<file path="src/hdl/rmoe_pkg.sv">
// ----------------------------------------------------------------------------
// rmoe_pkg - shared definitions for the register machine op executor
// Opcodes, the decoded op kinds, the queue entry layout and the sizing
// defaults used by the front end, the queue and the execution back end.
// ----------------------------------------------------------------------------
package rmoe_pkg;

	// Sizing defaults, used as the defaults of the top level parameters.
	localparam int NUM_REGS_DEFAULT    = 32;
	localparam int MEM_WORDS_DEFAULT   = 4096;
	localparam int QUEUE_DEPTH_DEFAULT = 4;

	// Fixed field and datapath widths.
	localparam int FIELD_W   = 8;
	localparam int DATA_W    = 64;
	localparam int USER_W    = 3;
	localparam int IMM_W     = 16;
	localparam int SHIFT_W   = 6;
	localparam int IMM_SHIFT = 8;

	// Multiplier of the hash call.
	localparam logic [31:0] HASH_MUL = 32'd2654435761;

	// Opcodes as they arrive on the input stream.
	localparam logic [FIELD_W-1:0] OP_MOV  = 8'd0;
	localparam logic [FIELD_W-1:0] OP_ADD  = 8'd1;
	localparam logic [FIELD_W-1:0] OP_SUB  = 8'd2;
	localparam logic [FIELD_W-1:0] OP_AND  = 8'd3;
	localparam logic [FIELD_W-1:0] OP_OR   = 8'd4;
	localparam logic [FIELD_W-1:0] OP_XOR  = 8'd5;
	localparam logic [FIELD_W-1:0] OP_SHL  = 8'd6;
	localparam logic [FIELD_W-1:0] OP_SHR  = 8'd7;
	localparam logic [FIELD_W-1:0] OP_MOVI = 8'd8;
	localparam logic [FIELD_W-1:0] OP_LD   = 8'd9;
	localparam logic [FIELD_W-1:0] OP_ST   = 8'd10;
	localparam logic [FIELD_W-1:0] OP_BR   = 8'd11;
	localparam logic [FIELD_W-1:0] OP_SET  = 8'd12;
	localparam logic [FIELD_W-1:0] OP_CALL = 8'd13;
	localparam logic [FIELD_W-1:0] OP_EXIT = 8'd14;

	// Bit positions of the result flags on the output tuser.
	localparam int USER_EXITED  = 0;
	localparam int USER_SKIPPED = 1;
	localparam int USER_BAD     = 2;

	// Classified op, as the front end hands it to the back end.
	typedef enum logic [3:0] {
		K_MOV, K_ADD, K_SUB, K_AND, K_OR, K_XOR, K_SHL, K_SHR,
		K_MOVI, K_LD, K_ST, K_BR, K_SET, K_CALL, K_EXIT, K_BAD
	} op_kind_t;

	// Register indices are already reduced to the register file depth;
	// rs is read port A and rb read port B.
	typedef struct packed {
		op_kind_t             kind;
		logic [FIELD_W-1:0]   rd;
		logic [FIELD_W-1:0]   rs;
		logic [FIELD_W-1:0]   rb;
		logic [IMM_W-1:0]     imm;
	} op_t;

endpackage

</file>
<file path="src/hdl/rmoe_decode.sv">
// ----------------------------------------------------------------------------
// rmoe_decode - op classifier of the front end
// Turns the four op bytes into an op kind, reduced register indices and
// the read port addresses that the back end needs.
// ----------------------------------------------------------------------------
module rmoe_decode import rmoe_pkg::*; #(
	parameter int NUM_REGS = NUM_REGS_DEFAULT
) (
	input  logic [FIELD_W-1:0] cmd,
	input  logic [FIELD_W-1:0] dest_field,
	input  logic [FIELD_W-1:0] src_field,
	input  logic [FIELD_W-1:0] aux_field,
	output op_t                op
);

	// Field modulo NUM_REGS by reciprocal multiplication; the quotient
	// estimate is at most one low, so one conditional subtract finishes it.
	localparam logic [15:0] RECIP = 16'((1 << 16) / NUM_REGS);
	localparam logic [8:0]  NREG  = 9'(NUM_REGS);

	function automatic logic [FIELD_W-1:0] reg_index(input logic [FIELD_W-1:0] field);
		logic [23:0]        prod;
		logic [7:0]         quot;
		logic [16:0]        qn;
		logic [FIELD_W-1:0] rem;
		prod = field * RECIP;
		quot = prod[23:16];
		qn   = quot * NREG;
		rem  = field - qn[7:0];
		if ({1'b0, rem} >= NREG) begin
			rem = rem - NREG[7:0];
		end
		return rem;
	endfunction

	logic [FIELD_W-1:0] rd_idx, rs_idx, ra_idx;

	always_comb begin
		rd_idx  = reg_index(dest_field);
		rs_idx  = reg_index(src_field);
		ra_idx  = reg_index(aux_field);
		op.rd   = rd_idx;
		op.rs   = rs_idx;
		op.rb   = ra_idx;
		op.imm  = (IMM_W'(src_field) << IMM_SHIFT) | IMM_W'(aux_field);
		unique case (cmd)
			OP_MOV:  op.kind = K_MOV;
			OP_ADD:  op.kind = K_ADD;
			OP_SUB:  op.kind = K_SUB;
			OP_AND:  op.kind = K_AND;
			OP_OR:   op.kind = K_OR;
			OP_XOR:  op.kind = K_XOR;
			OP_SHL:  op.kind = K_SHL;
			OP_SHR:  op.kind = K_SHR;
			OP_MOVI: op.kind = K_MOVI;
			OP_LD:   op.kind = K_LD;
			OP_ST: begin
				// The store data comes from the destination register.
				op.kind = K_ST;
				op.rb   = rd_idx;
			end
			OP_BR:   op.kind = K_BR;
			OP_SET:  op.kind = K_SET;
			OP_CALL: op.kind = K_CALL;
			OP_EXIT: begin
				// Exit reads register zero, which is added to the op count.
				op.kind = K_EXIT;
				op.rs   = '0;
			end
			default: op.kind = K_BAD;
		endcase
	end

endmodule

</file>
<file path="config.mk">
export PLATFORM = sky130hd
export DESIGN_NAME = rmoe_decode
export DESIGN_NICKNAME = d
export VERILOG_FILES = /design/src/hdl/rmoe_pkg.sv /design/src/hdl/rmoe_decode.sv
export SDC_FILE = /design/constraint.sdc
export NUM_CORES = 1
export LEC_CHECK = 0
export ABC_AREA = 1
export BUFFER_PORTS_ARGS = -buffer_cell sky130_fd_sc_hd__buf_2
export CORE_MARGIN = 5
export CORE_UTILIZATION = 33
export DETAILED_ROUTE_END_ITERATION = 8
export PLACE_DENSITY_LB_ADDON = 0.08
export SYNTH_ARGS = -nofsm -noshare
export SYNTH_HDL_FRONTEND = slang
export SYNTH_SLANG_ARGS = --single-unit
</file>
<file path="constraint.sdc">
create_clock -name vclk -period 2.72
set_input_delay 0.544 -clock vclk [all_inputs]
set_output_delay 0.544 -clock vclk [all_outputs]
set_load 0.01 [all_outputs]
</file>
==> impl_metrics.env <==
export IMPL_hp_class="input pin to primary output"
export IMPL_max_vdd_drop_mv=0.0436
export IMPL_grt_pass1_wl_um=1900
export IMPL_period_needed_ns=1.96
export IMPL_finalCritPeriodShare_pct=72.1
export IMPL_detailroute_via_count=528
export IMPL_final_antenna_net_count=0
export IMPL_postSynthAreaPerCell_um2=5.67
export IMPL_routed_wl_um=1180
export IMPL_num_nets_final=150
export IMPL_post_route_drc_count=0
export IMPL_timing_critical_path_arrival_ns=1.42
export IMPL_post_route_cells_drive_above_1_share_pct=49.1
export IMPL_gpl_final_weighted_congestion=0.767
export IMPL_power_per_cell_area_mw_per_mm2=137
export IMPL_final_fill_count=162
export IMPL_critical_path_class="input pin to primary output"
export IMPL_timing_critical_path_fanout_max=6
export IMPL_core_mm2=0.00135
export IMPL_seq_area_um2=0
export IMPL_holdBufCountCts=0
export IMPL_synth_top_cell_area_share_pct=46.2
export IMPL_initial_antenna_violation_count=0
export IMPL_yosys_top_cells_area="sky130_fd_sc_hd__buf_4 46%, sky130_fd_sc_hd__inv_1 12%, sky130_fd_sc_hd__nand2_1 8.5%"
export IMPL_area_growth_synth_to_final_pct=17.2
export IMPL_avgRoutedWirePerCell_um=8.99
export IMPL_required_worst_endpoint_ns=2.18
export IMPL_total_count_of_hold_check_failures_in_the_final_report=0
export IMPL_dieArea_mm2=0.00235
export IMPL_cts_setup_buffers=0
export IMPL_synthTopCellsByCount="30 x sky130_fd_sc_hd__buf_4, 15 x sky130_fd_sc_hd__inv_1, 11 x sky130_fd_sc_hd__nand2_1, 11 x sky130_fd_sc_hd__nor2_1, 5 x sky130_fd_sc_hd__o21ai_1"
export IMPL_netlist_instances=86
export IMPL_kind_of_end_point_of_the_critical_path="primary output"
export IMPL_die_y_um=48.5
export IMPL_drv_max_cap_violation_count=0
export IMPL_detailedPlacementHpwl_um=1060
export IMPL_synthDominantAreaCellType="sky130_fd_sc_hd__buf_4"
export IMPL_numSequentialCells=0
export IMPL_io_buffer_count=52
export IMPL_finalNonFillerCells=131
export IMPL_final_critical_path_setup_slack_ns=0.758
export IMPL_static_power_due_to_leakage_uw=0.000372
export IMPL_diodes=0
export IMPL_timing_max_transition_violations_final=0
export IMPL_setup_viol_count_final=0
export IMPL_ctsResizeCount=0
export IMPL_post_route_util_pct=42.4
export IMPL_grt_remaining_overflow=0
export IMPL_final_clkbuf_count=0
export IMPL_grt_max_degree=11
export IMPL_via_count_of_the_first_global_routing_pass=464
export IMPL_drt_first_iter_violations=3
export IMPL_yosys_warnings=0
export IMPL_run_status="complete, no violations"
export IMPL_setup_tns_ns=0
export IMPL_fmaxAchievable_ghz=0.510
export IMPL_io_pins=76
export IMPL_via_density_per_instance=4.03
export IMPL_die_width_um=48.5
export IMPL_initial_core_util_pct=36.1
export IMPL_drt_pre_antenna_iters=4
export IMPL_preCtsSetupSlack_ns=0.731
export IMPL_synth_cell_area_um2=488
export IMPL_synth_sequential_area_ratio_pct=0
export IMPL_fp_row_count=13
export IMPL_synth_cell_types=15
export IMPL_unrepaired_setup_endpoints_after_global_routing="no"
export IMPL_globalRouteTotalUtil_pct=8.67
export IMPL_yosysMostFrequentCell="sky130_fd_sc_hd__buf_4"
export IMPL_startpoint_type="input pin"
export IMPL_place_inst=131
[layout by cell type (no fill, tap or decap)]
cell type                  synthesis  final
sky130_fd_sc_hd__nand2_1          11     11
sky130_fd_sc_hd__nor2_2            1      1
sky130_fd_sc_hd__buf_2             0     52
sky130_fd_sc_hd__nor2_4            1      1
sky130_fd_sc_hd__inv_1            15     15
sky130_fd_sc_hd__nand3_1           2      2
sky130_fd_sc_hd__o21ai_1           5      5
sky130_fd_sc_hd__o211ai_1          2      2
sky130_fd_sc_hd__clkinv_1          1      1
sky130_fd_sc_hd__nand2_2           2      2
sky130_fd_sc_hd__a21oi_1           2      2
sky130_fd_sc_hd__a41oi_1           1      1
sky130_fd_sc_hd__nor2_1           11     11
sky130_fd_sc_hd__nand3_4           1      1
sky130_fd_sc_hd__conb_1            1      9
[area by class of cell]
type	count	area [um^2]	area share, %
inverters	16	60.1	10.5
multi-input cells	48	233	40.7
well taps	15	18.8	3.28
repair buffers	52	260	45.5
[cell families after synthesis]
logic type / Yosys count / synth area share [%]
buffers and inverters: 46 / 58.5
other: 1 / 0.768
AO/OA/AOI/OAI: 10 / 12.0
AND/OR/NAND/NOR: 29 / 28.7
[critical path, cell delays in order]
cell	delay (ns)
sky130_fd_sc_hd__buf_2	0.10
sky130_fd_sc_hd__nor2_1	0.12
sky130_fd_sc_hd__nand2_2	0.11
sky130_fd_sc_hd__a41oi_1	0.31
sky130_fd_sc_hd__nand2_1	0.08
sky130_fd_sc_hd__buf_2	0.15
[metal layers]
| layer | track usage, % | routed length [um] | share of wire, % | up-vias |
|---|---|---|---|---|
| li1 | - | - | - | 281 |
| met1 | 9.60 | 425 | 36 | 213 |
| met2 | 15.4 | 547 | 46 | 32 |
| met3 | 3.98 | 201 | 17 | 2 |
| met4 | 0.897 | 4 | 0.34 | 0 |
| met5 | 0 | 0 | 0 | - |
[worst paths after layout]
kind / from / to / slack, ns / cells after the start
hold / removal: src_field[5] / op[13] / 1.09 / 0
setup / recovery: cmd[7] / op[41] / 0.76 / 6
[power by group]
group	switching (uW)	internal [uW]
combinational	45.4	33.1
sequential	0	0
clock	0	0
[stage by stage]
stage / power (uW) / hold WS (ns) / instance area (um^2)
after floorplan: 70.8 / 1.18 / 518
after global placement: 78.5 / 1.09 / 572
after detailed placement: 78.9 / 1.09 / 572
after CTS: 79.1 / 1.09 / 572
after global routing: 87.1 / 1.09 / 572
final: 78.5 / 1.09 / 572
No activity file was read; power rests on OpenSTA's default activity.
