==> src/hdl/rmoe_pkg.sv <==
// ----------------------------------------------------------------------------
// rmoe_pkg - shared definitions for the register machine op executor
// Opcodes, the decoded op kinds, the queue entry layout and the sizing
// defaults used by the front end, the queue and the execution back end.
// ----------------------------------------------------------------------------
package rmoe_pkg;

	// Sizing defaults, used as the defaults of the top level parameters.
	localparam int NUM_REGS_DEFAULT    = 32;
	localparam int MEM_WORDS_DEFAULT   = 4096;
	localparam int QUEUE_DEPTH_DEFAULT = 4;

	// Fixed field and datapath widths.
	localparam int FIELD_W   = 8;
	localparam int DATA_W    = 64;
	localparam int USER_W    = 3;
	localparam int IMM_W     = 16;
	localparam int SHIFT_W   = 6;
	localparam int IMM_SHIFT = 8;

	// Multiplier of the hash call.
	localparam logic [31:0] HASH_MUL = 32'd2654435761;

	// Opcodes as they arrive on the input stream.
	localparam logic [FIELD_W-1:0] OP_MOV  = 8'd0;
	localparam logic [FIELD_W-1:0] OP_ADD  = 8'd1;
	localparam logic [FIELD_W-1:0] OP_SUB  = 8'd2;
	localparam logic [FIELD_W-1:0] OP_AND  = 8'd3;
	localparam logic [FIELD_W-1:0] OP_OR   = 8'd4;
	localparam logic [FIELD_W-1:0] OP_XOR  = 8'd5;
	localparam logic [FIELD_W-1:0] OP_SHL  = 8'd6;
	localparam logic [FIELD_W-1:0] OP_SHR  = 8'd7;
	localparam logic [FIELD_W-1:0] OP_MOVI = 8'd8;
	localparam logic [FIELD_W-1:0] OP_LD   = 8'd9;
	localparam logic [FIELD_W-1:0] OP_ST   = 8'd10;
	localparam logic [FIELD_W-1:0] OP_BR   = 8'd11;
	localparam logic [FIELD_W-1:0] OP_SET  = 8'd12;
	localparam logic [FIELD_W-1:0] OP_CALL = 8'd13;
	localparam logic [FIELD_W-1:0] OP_EXIT = 8'd14;

	// Bit positions of the result flags on the output tuser.
	localparam int USER_EXITED  = 0;
	localparam int USER_SKIPPED = 1;
	localparam int USER_BAD     = 2;

	// Classified op, as the front end hands it to the back end.
	typedef enum logic [3:0] {
		K_MOV, K_ADD, K_SUB, K_AND, K_OR, K_XOR, K_SHL, K_SHR,
		K_MOVI, K_LD, K_ST, K_BR, K_SET, K_CALL, K_EXIT, K_BAD
	} op_kind_t;

	// Register indices are already reduced to the register file depth;
	// rs is read port A and rb read port B.
	typedef struct packed {
		op_kind_t             kind;
		logic [FIELD_W-1:0]   rd;
		logic [FIELD_W-1:0]   rs;
		logic [FIELD_W-1:0]   rb;
		logic [IMM_W-1:0]     imm;
	} op_t;

endpackage

==> src/hdl/rmoe_queue.sv <==
// ----------------------------------------------------------------------------
// rmoe_queue - op queue between front end and back end
// A small first-in first-out buffer of classified ops; the head entry is
// the issue slot of the back end.
// ----------------------------------------------------------------------------
module rmoe_queue import rmoe_pkg::*; #(
	parameter int DEPTH = QUEUE_DEPTH_DEFAULT
) (
	input  logic clk,
	input  logic arst_n,
	input  logic push,
	input  op_t  push_op,
	output logic full,
	input  logic pop,
	output logic head_valid,
	output op_t  head_op
);

	localparam int PW = $clog2(DEPTH);
	localparam int CW = $clog2(DEPTH + 1);
	localparam logic [PW-1:0] LAST  = PW'(DEPTH - 1);
	localparam logic [CW-1:0] FULLC = CW'(DEPTH);

	op_t           entry_q [DEPTH];
	logic [PW-1:0] wr_ptr_q, rd_ptr_q;
	logic [CW-1:0] count_q;

	assign full       = (count_q == FULLC);
	assign head_valid = (count_q != '0);
	assign head_op    = entry_q[rd_ptr_q];

	always_ff @(posedge clk or negedge arst_n) begin
		if (!arst_n) begin
			wr_ptr_q <= '0;
			rd_ptr_q <= '0;
			count_q  <= '0;
		end else begin
			if (push) begin
				wr_ptr_q <= (wr_ptr_q == LAST) ? '0 : wr_ptr_q + 1'b1;
			end
			if (pop) begin
				rd_ptr_q <= (rd_ptr_q == LAST) ? '0 : rd_ptr_q + 1'b1;
			end
			case ({push, pop})
				2'b10:   count_q <= count_q + 1'b1;
				2'b01:   count_q <= count_q - 1'b1;
				default: count_q <= count_q;
			endcase
		end
	end

	always_ff @(posedge clk) begin
		if (push) begin
			entry_q[wr_ptr_q] <= push_op;
		end
	end

endmodule

==> config.mk <==
export PLATFORM = sky130hd
export DESIGN_NAME = rmoe_queue
export DESIGN_NICKNAME = d
export VERILOG_FILES = /design/src/hdl/rmoe_pkg.sv /design/src/hdl/rmoe_queue.sv
export SDC_FILE = /design/constraint.sdc
export NUM_CORES = 1
export LEC_CHECK = 0
export BUFFER_PORTS_ARGS = -buffer_cell sky130_fd_sc_hd__buf_2
export CAP_MARGIN = 20
export CELL_PAD_IN_SITES_DETAIL_PLACEMENT = 0
export CELL_PAD_IN_SITES_GLOBAL_PLACEMENT = 1
export CORE_AREA = 2 2 134 136
export CTS_BUF_LIST = sky130_fd_sc_hd__clkbuf_4
export CTS_CLUSTER_DIAMETER = 40
export DETAILED_ROUTE_END_ITERATION = 16
export DIE_AREA = 0 0 136 138
export MAX_ROUTING_LAYER = met4
export PLACE_DENSITY_LB_ADDON = 0.1
export SKIP_LAST_GASP = 1
export SYNTH_ARGS = -nofsm -noshare
export SYNTH_HDL_FRONTEND = slang
export SYNTH_SLANG_ARGS = --single-unit
==> constraint.sdc <==
create_clock -name clk -period 6.3 [get_ports clk]
set_input_delay 1.26 -clock clk [delete_from_list [all_inputs] [get_ports clk]]
set_output_delay 1.26 -clock clk [all_outputs]
set_load 0.03 [all_outputs]
==> impl_metrics.json, run 1 <==
{
  "max_cap_violations": 0,
  "start_kind": "register",
  "fp.dieH_um": 138,
  "ys_top_cells_by_count": "edfxtp_1, mux4_2, dfrtp_1, ha_1, mux4_1",
  "crit_chain": "mux4_1 > buf_2",
  "root_buffer": "clkbuf_4",
  "wire_per_inst_um": 19.71,
  "finalHoldViolCount": 0,
  "ys_seq_area_share_pct": 80.03,
  "synth_cells": 265,
  "antenna_found_initial": 2,
  "power-per-cell-area_nw_per_um2": 463.1,
  "synthTopCellsByArea": "edfxtp_1, mux4_2, dfrtp_1, mux4_1, buf_12",
  "drcViolationCount": 0,
  "clk_pin_slew_ns": 0.14,
  "dr.first_iter.drc_count": 160,
  "crit_family": "flip-flops",
  "slew_viol_final": 0,
  "htree_levels": 4,
  "dpl.hpwl_um": 7200,
  "yosysWarnings": 0,
  "endpoint_kind": "primary output",
  "grt_pass1_vias": 3235,
  "clock-sinks": 183,
  "status": "completed",
  "finClkSkew_ns": 0.01432,
  "critPathArrivalTime_ns": 2.52,
  "setup_viol": 0,
  "postCtsSetupRepairBufs": 0,
  "die_area_um2": 18770,
  "cts_made_buffers": 17,
  "core-area_um2": 17530,
  "postCtsHoldBufs": 0,
  "p_leak_nw": 2.695,
  "grt_max_degree": 48,
  "path_max_fanout": 47,
  "finalSetupTns_ns": 0,
  "relSlewSlack_pct": 36.82,
  "overflow": 0,
  "place.gp.congestion": 0.6513,
  "clockBufferDepth": 2,
  "grt_pass1_wl_um": 18690,
  "place_inst": 582,
  "grt_use_total_pct": 14.25,
  "cp_slowest_cell": "dfrtp_4",
  "drt_pass1_iterations": 4,
  "cts_tree": "done",
  "cp.required_ns": 5.04,
  "die_width_um": 136,
  "vias": 3020,
  "holdWs_ns": 0.4898,
  "peakVddDrop_mv": 0.1797,
  "rsz0062_at_grt": "false",
  "fmax_ghz": 0.2648,
  "syn_area_um2": 6823,
  "fin_crit_sh_pct": 59.94,
  "numPortBuffers": 93,
  "routed_wl_um": 12140,
  "detail_route.vias_per_cell": 4.903,
  "fin_cells": 616,
  "start_util_pct": 38.91,
  "yosysMostFrequentCell": "edfxtp_1",
  "clkLatencyLatePin_ns": 0.56,
  "synth-edff-count": 176,
  "crit_path_max_incr_delay_ns": 1.08,
  "yosysUniqueCellTypes": 19,
  "syn-num-nets": 320,
  "synthArstFlopShare_pct": 3.825,
  "ant_nets": 0,
  "syn_to_final_growth_pct": 15.29,
  "finalCoreUtilization_pct": 44.86,
  "final_layout_size_suffix_gt1_share_pct": 45.97,
  "p_total_mw": 3.643,
  "nFillCells": 1570,
  "synth_top_cell_area_share_pct": 77.46,
  "synth_seq_cells": 183,
  "crit_type": "reg2out",
  "nets": 427,
  "post-route-min-period_ns": 3.776,
  "synthFlopType": "edfxtp_1",
  "io_pins": 94,
  "avgSynthCellArea_um2": 25.75,
  "placementRows": 49,
  "worst_pin_slew_ns": 0.9477,
  "cts_resized": 0,
  "hold_path.class": "reg2reg",
  "yosys.area.top_type": "edfxtp_1",
  "crit_buf_inv": 1
}
worst paths after layout:
| path | startpoint | end | slack (ns) | depth (start not counted) |
|---|---|---|---|---|
| worst max-delay path | rd_ptr_q[0] | head_op[0] | 2.52 | 2 |
| worst min-delay path | count_q[2] | count_q[2] | 0.49 | 1 |
| worst max register to register | wr_ptr_q[0] | entry_q[0][35] | 4.27 | 4 |
| worst min register to register | count_q[2] | count_q[2] | 0.49 | 1 |
| max in group asynchronous | arst_n | rd_ptr_q[0] | 5.61 | 1 |
| min in group asynchronous | arst_n | count_q[0] | 0.51 | 1 |
cell type report:
cell class	count	area, µm²	area share, %
antenna	2	5.005	0.06362
clock buffer	18	135.1	1.718
clock inverter	14	220.2	2.799
inverter	3	11.26	0.1432
multi-input combinational	69	1240	15.76
sequential	183	5465	69.48
tap	229	286.5	3.642
timing repair buffer	98	503.0	6.394
state kept, by name, summed over array words and instances (netlist names):
register,count
wr_ptr_q,2
count_q,3
rd_ptr_q,2
entry_q,176
metrics by stage:
step | setup WS (ns) | area, µm²
2_1_floorplan | 3.573 | 6823
3_3_place_gp | 3.047 | 7506
3_5_place_dp | 3.043 | 7506
4_1_cts | 2.373 | 7861
5_1_grt | 2.281 | 7866
6_report | 2.524 | 7866
where the power goes:
part           switching, mW  leakage (nW)  internal (mW)  total [mW]
Combinational          0.703         0.810          0.459        1.16
Sequential             0.168          1.70           1.56        1.73
Clock                  0.390         0.188          0.364       0.754
Total                   1.26          2.69           2.38        3.64
worst reg2reg max path: stages, from the launching register on:
cell and delay [ns]:
dfrtp_1 0.43, inv_1 0.11, ha_1 0.14, and2_2 0.51, buf_4 0.50
metal layers:
metal	global-route usage (%)	vias up	routed length [µm]	share of wire, %
met3	4.547	12	685	5.6
met2	21.37	77	5907	49
met1	18.22	1585	5371	44
li1	-	1346	-	-
met5	-	-	0	0
met4	5.428	0	178	1.5
placed cells by master, fill, tap and decap left out, drive strengths merged:
cell type,synthesis,layout
clkbuf,0,18
or3,2,2
mux4,44,44
clkinv,0,4
ha,6,6
bufinv,0,5
mux2,3,3
and2,4,4
nor2,2,2
xor2,1,1
clkinvlp,0,1
nand2,1,1
buf,10,98
nor3b,1,1
o21ai,2,2
xnor2,2,2
diode,0,2
edfxtp,176,176
fa,1,1
inv,3,7
dfrtp,7,7
cell families (layout without fill, tap and decap cells):
logic type               after synthesis  after routing  synth area share, %
XOR/XNOR                               3              3               0.3852
AO/OA/AOI/OAI                          2              2               0.1467
adder cells (fa/ha/maj)                7              7                1.394
buffers and inverters                 13            133                1.870
flip-flops                           183            183                80.03
multiplexers                          47             47                15.35
other                                  0              2                    0
AND/OR/NAND/NOR                       10             10               0.8252
(Power assumes the default switching activity.)
==> run 2: changes to the inputs <==
- clock period: 6.3 -> 3.5 ns (I/O delays scaled with it)
==> run 2 against run 1 <==
Against the previous run: final cell count increased by 0.32%; via count decreased by 0.23%; non-clock buffer count up 3; cell area up 1.0%.
==> impl_metrics.json, run 2 (synthesis results as in run 1) <==
{
  "max_cap_violations": 0,
  "p_leak_nw": 2.723,
  "grt_pass1_vias": 3318,
  "htree_levels": 4,
  "top_usage_layer": "met2",
  "die_width_um": 136,
  "placementRows": 49,
  "fp.dieH_um": 138,
  "start_util_pct": 38.91,
  "critPathArrivalTime_ns": 2.53,
  "core-area_um2": 17530,
  "nets": 430,
  "use_met3_pct": 5.171,
  "post-route-min-period_ns": 3.225,
  "die_area_um2": 18770,
  "clockBufferDepth": 2,
  "finClkSkew_ns": 0.02037,
  "place.gp.congestion": 0.6703,
  "relSlewSlack_pct": 46.19,
  "slew_viol_final": 0,
  "whs_path_depth": 1,
  "drcViolationCount": 0,
  "reg2reg_depth": 4,
  "fin_crit_sh_pct": 92.15,
  "root_buffer": "clkbuf_4",
  "crit_type": "reg2out",
  "start_kind": "register",
  "peakVddDrop_mv": 0.3831,
  "worst_pin_slew_ns": 0.8072,
  "vias": 3013,
  "grt_util_met1_pct": 17.63,
  "wire_per_inst_um": 20.17,
  "cts_resized": 0,
  "overflow": 0,
  "numPortBuffers": 93,
  "detail_route.vias_per_cell": 4.875,
  "reg.largest.list": "entry_q x176, count_q x3",
  "largest_reg_flops": 176,
  "clock-sinks": 183,
  "rsz0062_at_grt": "false",
  "grt_use_total_pct": 14.50,
  "final_common_cell": "edfxtp_1",
  "hold_path.class": "in2reg",
  "ant_nets": 0,
  "final_cell_mix": "edfxtp_1, buf_2, mux4_2",
  "io_pins": 94,
  "cts_tree": "done",
  "status": "completed",
  "cp.required_ns": 2.80,
  "p_total_mw": 6.697,
  "fmax_ghz": 0.3101,
  "top_register": "entry_q",
  "cts_made_buffers": 17,
  "grt_pass1_wl_um": 18980,
  "clk_pin_slew_ns": 0.15,
  "finalSetupTns_ns": 0,
  "path_max_fanout": 35,
  "grtUsageMet2_pct": 22.88,
  "drt_pass1_iterations": 4,
  "finalHoldViolCount": 0,
  "endpoint_kind": "primary output",
  "grt_max_degree": 45,
  "final_layout_size_suffix_gt1_share_pct": 45.88,
  "syn_to_final_growth_pct": 16.45,
  "power-per-cell-area_nw_per_um2": 842.9,
  "dr.first_iter.drc_count": 140,
  "setup_viol": 0,
  "clkLatencyLatePin_ns": 0.55,
  "antenna_found_initial": 1,
  "routed_wl_um": 12460
}
## run 2: cell types whose count changed in the layout (fill, tap and decap cells not counted)
cell,previous run,this run
buf_4,5,4
clkinv_4,2,0
inv_6,4,3
bufinv_16,5,6
clkbuf_4,18,17
dlygate4sd3_1,0,1
clkinvlp_4,1,2
inv_8,0,1
clkinv_1,0,1
diode_2,2,1
buf_12,0,3
## run 2: layout make-up
cell class	instances	area, µm²
diodes	1	2.502
clock buffers	17	127.6
clock inverters	15	246.5
fillers	1551	9589
inverters	3	11.26
multi-input cells	69	1240
flip-flops and latches	183	5465
well taps	229	286.5
repair buffers	101	565.5
## run 2: timing repair
item / 4_1_cts / 5_1_grt
endpoints found under the hold margin: 7 / 0
hold buffers: 1 / 0
buffers inserted: 0 / 0
## run 2: worst paths after layout
| path | slack [ns] | end | startpoint |
|---|---|---|---|
| max | 0.27 | head_op[3] | rd_ptr_q[0] |
| min | 0.36 | entry_q[3][7] | push_op[7] |
| max reg2reg | 1.66 | entry_q[1][3] | wr_ptr_q[1] |
| min reg2reg | 0.50 | count_q[2] | count_q[2] |
| max in group asynchronous | 2.80 | rd_ptr_q[0] | arst_n |
| min in group asynchronous | 0.51 | count_q[1] | arst_n |
## run 2: where the power goes
group          total, mW  internal, mW  switching, mW
registers           3.09          2.81          0.276
logic               2.18         0.865           1.31
clock network       1.43         0.717          0.715
## run 2: through the flow
step	cells	instance area, µm²	hold slack (ns)	utilization [%]	worst slack, ns
after CTS	617	7943	0.2865	45.30	0.1336
after global routing	618	7945	0.2899	45.31	0.05783
after detailed placement	584	7559	0.4821	43.11	0.7844
after floorplan	265	6823	0.4044	-	1.333
after global placement	584	7559	0.4748	43.11	0.7799
final	618	7945	0.3578	45.31	0.2749
## run 2: per-layer routing
| metal | part of all wire (%) | vias to the layer above |
|---|---|---|
| met5 | 0 | - |
| met4 | 0.81 | 0 |
| met3 | 5.9 | 8 |
| met2 | 51 | 78 |
| met1 | 42 | 1577 |
| li1 | - | 1350 |
## run 2: critical path: stages, from the launching register on
cell	delay, ns
dfrtp_4	0.89
buf_4	0.31
mux4_1	0.58
buf_2	0.20
==> run 3: changes to the inputs <==
- CELL_PAD_IN_SITES_DETAIL_PLACEMENT: 0 -> not set
- CELL_PAD_IN_SITES_GLOBAL_PLACEMENT: 1 -> not set
- SKIP_CTS_REPAIR_TIMING: not set -> 1
==> run 3 against run 2 <==
Against the previous run: final cell count is 0.32% higher; cell area is 1.4% lower; combinational power is 3% higher; critical path type unchanged; clock power is 26% lower; clock-buffer cell count is 1 higher; critical path depth stayed put; hold slack worse by 0.015 ns; sequential cell count stayed put; first-iteration DRC count is 16% higher; via count is 0.53% higher; register-to-register slack worse by 0.09 ns.
==> impl_metrics.json, run 3 (synthesis results as in run 1) <==
{
  "ant_nets": 0,
  "clk_pin_slew_ns": 0.15,
  "worst_pin_slew_ns": 0.7402,
  "worstSetupPathDepth": 3,
  "cts_made_buffers": 17,
  "finalSetupTns_ns": 0,
  "placementRows": 49,
  "dpl.hpwl_um": 7212,
  "cp_slowest_cell": "dfrtp_4",
  "fin_crit_sh_pct": 88.79,
  "status": "completed",
  "final_layout_size_suffix_gt1_share_pct": 46.02,
  "die_width_um": 136,
  "grt_pass1_wl_um": 18810,
  "overflow": 0,
  "relSlewSlack_pct": 50.65,
  "crit_end": "head_op[3]",
  "grt_pass1_vias": 3286,
  "final_cell_mix": "edfxtp_1, buf_2, mux4_2",
  "root_buffer": "clkbuf_4",
  "start_kind": "register",
  "die_area_um2": 18770,
  "top_layer": "met4",
  "grt_use_total_pct": 14.33,
  "crit_chain": "buf_12 > mux4_1 > buf_2",
  "finClkSkew_ns": 0.01270,
  "critPathLaunch": "rd_ptr_q[0]",
  "reg2reg_depth": 4,
  "drt_pass1_iterations": 4,
  "grt_max_degree": 45,
  "dr.first_iter.drc_count": 163,
  "crit_family": "flip-flops",
  "drcViolationCount": 0,
  "wl_met1_um": 5099,
  "crit_path_max_incr_delay_ns": 0.78,
  "io_pins": 94,
  "cts_tree": "done",
  "crit_type": "reg2out",
  "wl_met3_um": 665,
  "r2r-start": "wr_ptr_q[1]",
  "clock-sinks": 183,
  "critPathArrivalTime_ns": 2.41,
  "post-route-min-period_ns": 3.108,
  "power-per-cell-area_nw_per_um2": 808.5,
  "final_common_cell": "edfxtp_1",
  "nFillCells": 1557,
  "finalHoldViolCount": 0,
  "place.gp.congestion": 0.6697,
  "fmax_ghz": 0.3218,
  "rrSetupSlack_ns": 1.57,
  "numPortBuffers": 93,
  "timing.rr.end": "entry_q[1][40]",
  "cp.required_ns": 2.80,
  "htree_levels": 4,
  "routed-wl-met2_um": 6257,
  "core-area_um2": 17530,
  "endpoint_kind": "primary output",
  "routed_wl_um": 12150,
  "path_max_fanout": 25,
  "largest_reg_flops": 176,
  "rsz0062_at_grt": "false",
  "crit_buf_inv": 2,
  "clkLatencyLatePin_ns": 0.56,
  "max_cap_violations": 0,
  "p_leak_nw": 2.672,
  "top_register": "entry_q",
  "slew_viol_final": 0,
  "setup_viol": 0,
  "peakVddDrop_mv": 0.3569,
  "reg.largest.list": "entry_q x176, count_q x3",
  "wire_per_inst_um": 19.60,
  "antenna_found_initial": 2,
  "start_util_pct": 38.91,
  "detail_route.vias_per_cell": 4.885,
  "nets": 431,
  "p_total_mw": 6.332,
  "fp.dieH_um": 138,
  "syn_to_final_growth_pct": 14.78,
  "vias": 3029,
  "hold_path.class": "in2reg",
  "clockBufferDepth": 2
}
[run 3: changes by cell type in the layout (fill, tap and decap cells not counted), sizes merged]
cell      change
bufinv        -5
clkinvlp      +1
inv           -2
clkbuf        +1
clkinv        +5
diode         +1
buf           +1
[run 3: where the power goes]
part	internal, mW	total (mW)	switching, mW
Clock	0.364	1.06	0.701
Sequential	2.81	3.03	0.219
Combinational	0.871	2.24	1.37
Total	4.05	6.33	2.29
[run 3: cell type report]
type	count	area [µm²]	share of cell area, %
flip-flops and latches	183	5465	69.79
multi-input cells	69	1240	15.83
repair buffers	102	560.5	7.158
well taps	229	286.5	3.659
clock buffers	18	135.1	1.726
clock inverters	14	127.6	1.630
inverters	3	11.26	0.1438
diodes	2	5.005	0.06391
[run 3: stage by stage]
stage	setup WS (ns)	std cells	util [%]	hold WS (ns)	cell area, µm²
6_report	0.3924	620	44.66	0.3428	7831
5_1_grt	0.1698	620	44.66	0.2620	7831
4_1_cts	0.2531	617	44.58	-0.1084	7816
3_5_place_dp	0.9266	585	43.08	0.4719	7553
3_3_place_gp	0.9267	585	43.08	0.4724	7553
2_1_floorplan	1.333	265	-	0.4044	6823
[run 3: how the worst min path moves through the flow]
stage                     endpoint  cells past startpoint  slack, ns        start
finish              entry_q[3][26]                      1       0.34  push_op[26]
floorplan               count_q[0]                      0       0.40       arst_n
global placement        count_q[2]                      1       0.47   count_q[2]
CTS                     count_q[1]                      1      -0.11       arst_n
global route        entry_q[3][16]                      1       0.26  push_op[16]
detailed placement      count_q[2]                      1       0.47   count_q[2]
[run 3: worst register-to-register path, cell delays in order, from the launching register on]
cell     delay [ns]
dfrtp_1        0.43
inv_1          0.10
ha_1           0.14
and2_2         0.62
buf_4          0.36
[run 3: routing by layer]
metal,global-route usage (%),up-vias
li1,-,1359
met1,17.32,1585
met2,22.53,76
met3,4.914,9
met4,4.934,0
met5,-,-
